===== src/rtl/sus_pkg.sv =====
// ----------------------------------------------------------------------------
// Sorted unique set package
// Shared sizes, operation and status codes, and the controller command bundle.
// ----------------------------------------------------------------------------
`default_nettype none

package sus_pkg;

    localparam int CAPACITY  = 16;
    localparam int IDX_W     = (CAPACITY > 1) ? $clog2(CAPACITY) : 1;
    localparam int CNT_W     = $clog2(CAPACITY + 1);
    localparam int VAL_W     = 32;
    localparam int OUT_CNT_W = 5;

    typedef logic signed [VAL_W-1:0] t_value;
    typedef logic [CNT_W-1:0]        t_count;

    typedef enum logic [1:0] {
        MODE_INSERT  = 2'd0,
        MODE_DELETE  = 2'd1,
        MODE_DEL_MIN = 2'd2,
        MODE_DEL_MAX = 2'd3
    } t_mode;

    typedef enum logic [1:0] {
        ST_DONE  = 2'd0,
        ST_MISS  = 2'd1,
        ST_FULL  = 2'd2,
        ST_EMPTY = 2'd3
    } t_status;

    typedef struct packed {
        logic load_in;
        logic exec;
        logic load_out;
    } t_cmd;

endpackage

`default_nettype wire


===== src/rtl/sus_ctrl.sv =====
// ----------------------------------------------------------------------------
// Sorted unique set controller
// Sequences capture, execution and result loading for one transaction.
// ----------------------------------------------------------------------------
`default_nettype none

module sus_ctrl import sus_pkg::*; (
    input  wire  i_clk,
    input  wire  i_rst_n,
    input  wire  i_valid,
    output logic o_stall,
    output logic o_valid,
    input  wire  i_stall,
    output t_cmd o_cmd
);

    typedef enum logic [2:0] {
        S_IDLE = 3'b001,
        S_EXEC = 3'b010,
        S_LOAD = 3'b100
    } t_state;

    t_state r_state, n_state;
    logic   r_valid, n_valid;
    logic   w_out_free;

    assign w_out_free = !r_valid || !i_stall;

    always_comb begin
        o_cmd.load_in  = (r_state == S_IDLE) && i_valid;
        o_cmd.exec     = (r_state == S_EXEC);
        o_cmd.load_out = (r_state == S_LOAD) && w_out_free;
    end

    always_comb begin
        n_state = r_state;
        case (r_state)
            S_IDLE: begin
                if (i_valid) begin
                    n_state = S_EXEC;
                end
            end
            S_EXEC: begin
                n_state = S_LOAD;
            end
            S_LOAD: begin
                if (w_out_free) begin
                    n_state = S_IDLE;
                end
            end
            default: begin
                n_state = S_IDLE;
            end
        endcase
    end

    // The result register stays full until the downstream side takes it.
    assign n_valid = o_cmd.load_out ? 1'b1 : (r_valid && i_stall);

    always_ff @(posedge i_clk) begin
        if (!i_rst_n) begin
            r_state <= S_IDLE;
            r_valid <= 1'b0;
        end else begin
            r_state <= n_state;
            r_valid <= n_valid;
        end
    end

    assign o_stall = (r_state != S_IDLE);
    assign o_valid = r_valid;

    a_exec_follows_accept: assert property (
        @(posedge i_clk) disable iff (!i_rst_n)
        (r_state == S_EXEC) |-> $past(o_cmd.load_in)
    ) else $error("execution without an accepted transaction");

    a_valid_from_load: assert property (
        @(posedge i_clk) disable iff (!i_rst_n)
        $rose(r_valid) |-> $past(r_state == S_LOAD)
    ) else $error("result valid raised outside the load state");

    a_load_waits: assert property (
        @(posedge i_clk) disable iff (!i_rst_n)
        (r_state == S_LOAD && r_valid && i_stall) |=> (r_state == S_LOAD)
    ) else $error("pending result overwritten while stalled");

endmodule

`default_nettype wire


===== src/rtl/sus_dpath.sv =====
// ----------------------------------------------------------------------------
// Sorted unique set datapath
// Shift-register sorted array with per-slot compare and shift control.
// ----------------------------------------------------------------------------
`default_nettype none

module sus_dpath import sus_pkg::*; (
    input  wire                  i_clk,
    input  wire                  i_rst_n,
    input  t_cmd                 i_cmd,
    input  wire  [1:0]           i_mode,
    input  wire  signed [31:0]   i_value,
    output logic [1:0]           o_status,
    output logic signed [31:0]   o_removed_value,
    output logic signed [31:0]   o_smallest,
    output logic signed [31:0]   o_largest,
    output logic [4:0]           o_entry_count,
    output logic                 o_is_empty
);

    t_mode   r_mode;
    t_value  r_value;
    t_value  r_slot [CAPACITY];
    t_value  n_slot [CAPACITY];
    t_count  r_count, n_count;
    t_status r_res_status, n_res_status;
    t_value  r_res_removed, n_res_removed;

    logic [CAPACITY-1:0] w_lt;
    logic [CAPACITY-1:0] w_eq;
    logic [CAPACITY-1:0] w_prev_lt;
    t_value              w_up   [CAPACITY];
    t_value              w_down [CAPACITY];
    t_count              w_last_cnt;
    logic [IDX_W-1:0]    w_last_idx;
    t_value              w_last;
    logic                w_found;
    logic                w_full;
    logic                w_empty;

    always_ff @(posedge i_clk) begin
        if (i_cmd.load_in) begin
            r_mode  <= t_mode'(i_mode);
            r_value <= i_value;
        end
    end

    // Each slot compares against the operand on its own; the array is
    // ascending, so the less-than flags form a prefix.
    always_comb begin
        for (int i = 0; i < CAPACITY; i++) begin
            w_lt[i] = (t_count'(i) < r_count) && (r_slot[i] < r_value);
            w_eq[i] = (t_count'(i) < r_count) && (r_slot[i] == r_value);
        end
        w_up[CAPACITY-1] = r_slot[CAPACITY-1];
        for (int i = 0; i < CAPACITY - 1; i++) begin
            w_up[i] = r_slot[i+1];
        end
        w_down[0] = r_value;
        for (int i = 1; i < CAPACITY; i++) begin
            w_down[i] = r_slot[i-1];
        end
    end

    assign w_prev_lt  = {w_lt[CAPACITY-2:0], 1'b1};
    assign w_found    = |w_eq;
    assign w_full     = (r_count == t_count'(CAPACITY));
    assign w_empty    = (r_count == '0);
    assign w_last_cnt = r_count - t_count'(1);
    assign w_last_idx = w_last_cnt[IDX_W-1:0];
    assign w_last     = r_slot[w_last_idx];

    always_comb begin
        n_slot        = r_slot;
        n_count       = r_count;
        n_res_status  = r_res_status;
        n_res_removed = r_res_removed;
        if (i_cmd.exec) begin
            n_res_status  = ST_DONE;
            n_res_removed = '0;
            if (r_mode == MODE_INSERT) begin
                if (w_found) begin
                    n_res_status = ST_MISS;
                end else if (w_full) begin
                    n_res_status = ST_FULL;
                end else begin
                    for (int i = 0; i < CAPACITY; i++) begin
                        if (w_lt[i]) begin
                            n_slot[i] = r_slot[i];
                        end else if (w_prev_lt[i]) begin
                            n_slot[i] = r_value;
                        end else begin
                            n_slot[i] = w_down[i];
                        end
                    end
                    n_count = r_count + t_count'(1);
                end
            end else if (w_empty) begin
                n_res_status = ST_EMPTY;
            end else begin
                case (r_mode)
                    MODE_DELETE: begin
                        if (!w_found) begin
                            n_res_status = ST_MISS;
                        end else begin
                            // Slots at and above the match close the gap.
                            for (int i = 0; i < CAPACITY; i++) begin
                                n_slot[i] = w_lt[i] ? r_slot[i] : w_up[i];
                            end
                            n_res_removed = r_value;
                            n_count       = w_last_cnt;
                        end
                    end
                    MODE_DEL_MIN: begin
                        n_slot        = w_up;
                        n_res_removed = r_slot[0];
                        n_count       = w_last_cnt;
                    end
                    MODE_DEL_MAX: begin
                        n_res_removed = w_last;
                        n_count       = w_last_cnt;
                    end
                    default: begin
                        n_res_status = ST_DONE;
                    end
                endcase
            end
        end
    end

    always_ff @(posedge i_clk) begin
        r_slot        <= n_slot;
        r_res_status  <= n_res_status;
        r_res_removed <= n_res_removed;
    end

    always_ff @(posedge i_clk) begin
        if (!i_rst_n) begin
            r_count <= '0;
        end else begin
            r_count <= n_count;
        end
    end

    always_ff @(posedge i_clk) begin
        if (i_cmd.load_out) begin
            o_status        <= r_res_status;
            o_removed_value <= r_res_removed;
            o_smallest      <= w_empty ? t_value'(0) : r_slot[0];
            o_largest       <= w_empty ? t_value'(0) : w_last;
            o_entry_count   <= OUT_CNT_W'(r_count);
            o_is_empty      <= w_empty;
        end
    end

    a_count_bound: assert property (
        @(posedge i_clk) disable iff (!i_rst_n)
        r_count <= t_count'(CAPACITY)
    ) else $error("entry count above capacity");

    for (genvar g = 0; g < CAPACITY - 1; g++) begin : g_order_chk
        a_ascending: assert property (
            @(posedge i_clk) disable iff (!i_rst_n)
            (t_count'(g + 1) < r_count) |-> (r_slot[g] < r_slot[g+1])
        ) else $error("held values not strictly ascending");
    end

endmodule

`default_nettype wire


===== src/rtl/sorted_unique_set.sv =====
// ----------------------------------------------------------------------------
// Sorted unique set
// Bounded ascending set of distinct signed values with insert, delete,
// remove-smallest and remove-largest operations.
// ----------------------------------------------------------------------------
// Order: capture, array update, result load; o_valid rises with the result
// load, and a new transaction is taken only after it. The result load waits
// while the result register is stalled downstream.
// Reset: synchronous; the set is empty afterwards, array contents are not
// cleared since only slots below the entry count are ever read.
`default_nettype none

module sorted_unique_set import sus_pkg::*; (
    input  wire                i_clk,
    input  wire                i_rst_n,
    input  wire                i_valid,
    output logic               o_stall,
    input  wire  [1:0]         i_mode,
    input  wire  signed [31:0] i_value,
    output logic               o_valid,
    input  wire                i_stall,
    output logic [1:0]         o_status,
    output logic signed [31:0] o_removed_value,
    output logic signed [31:0] o_smallest,
    output logic signed [31:0] o_largest,
    output logic [4:0]         o_entry_count,
    output logic               o_is_empty
);

    t_cmd w_cmd;

    sus_ctrl u_ctrl (
        .i_clk   (i_clk),
        .i_rst_n (i_rst_n),
        .i_valid (i_valid),
        .o_stall (o_stall),
        .o_valid (o_valid),
        .i_stall (i_stall),
        .o_cmd   (w_cmd)
    );

    sus_dpath u_dpath (
        .i_clk           (i_clk),
        .i_rst_n         (i_rst_n),
        .i_cmd           (w_cmd),
        .i_mode          (i_mode),
        .i_value         (i_value),
        .o_status        (o_status),
        .o_removed_value (o_removed_value),
        .o_smallest      (o_smallest),
        .o_largest       (o_largest),
        .o_entry_count   (o_entry_count),
        .o_is_empty      (o_is_empty)
    );

endmodule

`default_nettype wire

===== config.mk =====
export PLATFORM = sky130hd
export DESIGN_NAME = sorted_unique_set
export DESIGN_NICKNAME = d
export VERILOG_FILES = /design/src/rtl/sus_pkg.sv /design/src/rtl/sus_ctrl.sv /design/src/rtl/sus_dpath.sv /design/src/rtl/sorted_unique_set.sv
export SDC_FILE = /design/constraint.sdc
export NUM_CORES = 2
export LEC_CHECK = 0
export BUFFER_PORTS_ARGS = -buffer_cell sky130_fd_sc_hd__buf_2
export CORE_ASPECT_RATIO = 0.5
export CORE_MARGIN = 2
export CORE_UTILIZATION = 40
export CTS_CLUSTER_DIAMETER = 40
export DETAILED_ROUTE_END_ITERATION = 10
export GPL_ROUTABILITY_DRIVEN = 0
export HOLD_SLACK_MARGIN = 0.1
export SLEW_MARGIN = 20
export SYNTH_ARGS = -nofsm -noshare
export SYNTH_HDL_FRONTEND = slang
export SYNTH_HIERARCHICAL = 1
export SYNTH_SLANG_ARGS = --single-unit

===== constraint.sdc =====
create_clock -name i_clk -period 10.55 [get_ports i_clk]
set_input_delay 0.5275 -clock i_clk [delete_from_list [all_inputs] [get_ports i_clk]]
set_output_delay 0.5275 -clock i_clk [all_outputs]
set_load 0.02 [all_outputs]

==> results_dict.tcl <==
set metrics [dict create \
    status "complete, no violations" \
    yosys-top-cells-area "edfxtp_1 43%, ha_1 13%, mux2i_1 9.3%" \
    h-tree-depth 3 \
    grt_max_degree 264 \
    wirelength_um 203000 \
    drv_slew 0 \
    drive_above_1_share 0.145 \
    wl_met1_um 82500 \
    vias 40200 \
    worst_pin_slew_ns 1.31 \
    pwr-share-clk 0.448 \
    setup_tns_ns 0 \
    ys_ff_latch 693 \
    drc 0 \
    fin_nets 4885 \
    die_h_um 249 \
    ys.flop_type "edfxtp_1" \
    yosysMostFrequentCell "edfxtp_1" \
    period_minus_slack_ns 7.01 \
    coreArea_mm2 0.119 \
    synth_edf_count 684 \
    p_int_w 0.00575 \
    cp.arrival_ns 7.35 \
    cts_tree "built" \
    clk_latency_ns 0.74 \
    port_buffers 143 \
    via_per_inst 6.68 \
    synth_nets 4842 \
    synth_top_area_frac 0.426 \
    gr-total-overflow 0 \
    clock_path_buffers 3 \
    yosysWarnings 6 \
    hold_path_class "primary input to flop" \
    dr.max_layer_used "met5" \
    ys_seq_area_frac 0.430 \
    rsz0062_at_grt "false" \
    p_per_area_mw_per_mm2 152 \
    switching_share 0.301 \
    netlist_instances 4288 \
    start_util 0.406 \
    placed_area_mm2 0.0504 \
    wl_met3_um 38600 \
    cts_root_buffer "clkbuf_16" \
    worstPathRequired_ns 10.89 \
    cp_max_fo 17 \
    startpoint_type "flop" \
    p_comb_frac 0.169 \
    avgRoutedWirePerCell_um 33.8 \
    area_delta_synth_final_pct 12.7 \
    dieWidth_um 495 \
    dpl.hpwl_um 141000 \
    core.rowCount 89 \
    synth_common_cells "684 x edfxtp_1, 557 x nand2_1, 516 x ha_1" \
    ys_types 76 \
    ir_drop_v 0.000139 \
    fin_worst_skew_ns 0.0517 \
    hold_buffers 28 \
    drv_cap 0 \
    syn_area_per_cell_um2 11.2 \
    grt_pass1_wl_um 282000 \
    finalHoldViolCount 0 \
    syn_area_mm2 0.0482 \
    drt_first_pass_iters 6 \
    route.met2.wl_um 74700 \
    drt.antenna.violating_nets 0 \
    clk_pin_slew_worst_paths_ns 0.06 \
    numCtsBuffers 101 \
    antenna_found_initial 18 \
    p_sw_w 0.00248 \
    final_cell_area_mm2 0.0543 \
    cts_setup_buffers 0 \
    synthArstFlopShare 0 \
    relSlewSlack 0.128 \
    drtIter0Drc 7043 \
    cts.sinks 693 \
    first_global_vias 36800 \
    power.total_w 0.00824 \
    yosysTopAreaCell "edfxtp_1" \
    end_kind "flop" \
    crit_type "flop to flop" \
    fmax_mhz 143 \
    power_frac_seq 0.383 \
    grtUsageTotal 0.320 \
    post-route-period-util 0.665 \
    dieArea_mm2 0.123 \
    cts_resized 0 \
    setup_viol 0 \
    r2r_setup_slack_ns 3.54 \
    ios 144 \
    p_leak_nw 21.3 \
]
[per-stage QoR]
step | instances | hold WS [ns] | setup WS [ns] | utilization
floorplan | 4288 | 0.400 | 5.47 | -
global placement | 5791 | 0.402 | 4.30 | 0.424
detailed placement | 5792 | 0.405 | 4.21 | 0.424
CTS | 6008 | 0.102 | 4.16 | 0.457
global route | 6009 | 0.123 | 3.80 | 0.457
finish | 6011 | 0.146 | 3.54 | 0.457
[worst max-delay path, stage by stage (launching register included)]
cell	delay (ns)
edfxtp_1	0.98
inv_1	0.69
ha_1	0.51
nand4_1	0.12
nor2_1	0.71
nand4_1	0.28
nor4_1	0.72
nor4_2	0.14
o2111ai_2	0.30
and3_4	0.28
a32oi_2	0.11
buf_4	0.33
nor2_4	0.79
buf_4	0.59
[placed cells by master, fill, tap and decap left out, types with 19 or more instances in the layout]
master and instances:
a22oi_1 33, nor2b_1 28, a211oi_1 19, nor4_1 19
buf_2 143, edfxtp_1 684, o21ai_0 467, nor2_1 114
nand2_1 555, inv_1 56, mux4_2 160, and2_1 66
mux2_2 31, nand3_1 61, nand4_1 108, nor3_1 19
clkbuf_16 102, o21ai_1 75, dlygate4sd3_1 28, a21oi_1 204
ha_1 515, buf_4 63, a21o_1 135, mux2i_1 449
[layout make-up]
cell class / count / area (µm²)
repair buffers: 241 / 1610
inverters: 57 / 214
fillers: 10900 / 64400
multi-input cells: 3237 / 26100
clock inverters: 81 / 1040
clock buffers: 107 / 2570
diodes: 3 / 7.51
well taps: 1592 / 1990
flip-flops and latches: 693 / 20700
[kinds of logic after synthesis]
| family | synth area share |
|---|---|
| buffers and inverters | 0.0332 |
| flip-flops | 0.430 |
| AO/OA/AOI/OAI | 0.124 |
| XOR/XNOR | 0.000727 |
| AND/OR/NAND/NOR | 0.101 |
| adder cells (fa/ha/maj) | 0.134 |
| multiplexers | 0.177 |
[metal layers]
metal / GRT usage / vias to the layer above
met5: 0.00463 / -
met4: 0.0936 / 20
met3: 0.169 / 463
met2: 0.398 / 3336
met1: 0.469 / 19700
li1: - / 16600
[final timing paths]
path,from,endpoint,depth (start not counted)
worst max-delay path,u_dpath/r_value[20],u_dpath/r_slot[298],13
worst min-delay path,i_value[7],u_dpath/r_value[7],1
worst max register to register,u_dpath/r_value[20],u_dpath/r_slot[298],13
worst min register to register,u_dpath/r_res_removed[28],u_dpath/o_removed_value[28],0
[sequential cells by signal, summed over array words and instances (netlist names)]
name / cells
u_dpath/r_res_removed: 32
u_dpath/r_count: 5
u_dpath/o_entry_count: 5
u_dpath/o_largest: 32
u_dpath/r_value: 32
u_dpath/o_status: 2
u_dpath/o_is_empty: 1
u_dpath/r_res_status: 2
u_dpath/o_removed_value: 32
u_ctrl/o_valid: 1
u_dpath/o_smallest: 32
u_dpath/r_slot: 512
u_dpath/r_mode: 2
u_ctrl/r_state: 3
[power groups by stage]
stage | Sequential [W] | Clock (W) | Combinational (W)
after floorplan | 0.00315 | 0 | 0.000879
after global placement | 0.00321 | 0 | 0.00128
after detailed placement | 0.00321 | 0 | 0.00131
after CTS | 0.00315 | 0.00372 | 0.00132
after global routing | 0.00315 | 0.00383 | 0.00145
final | 0.00316 | 0.00369 | 0.00139
Note: power is estimated with default switching activity, not from simulation.
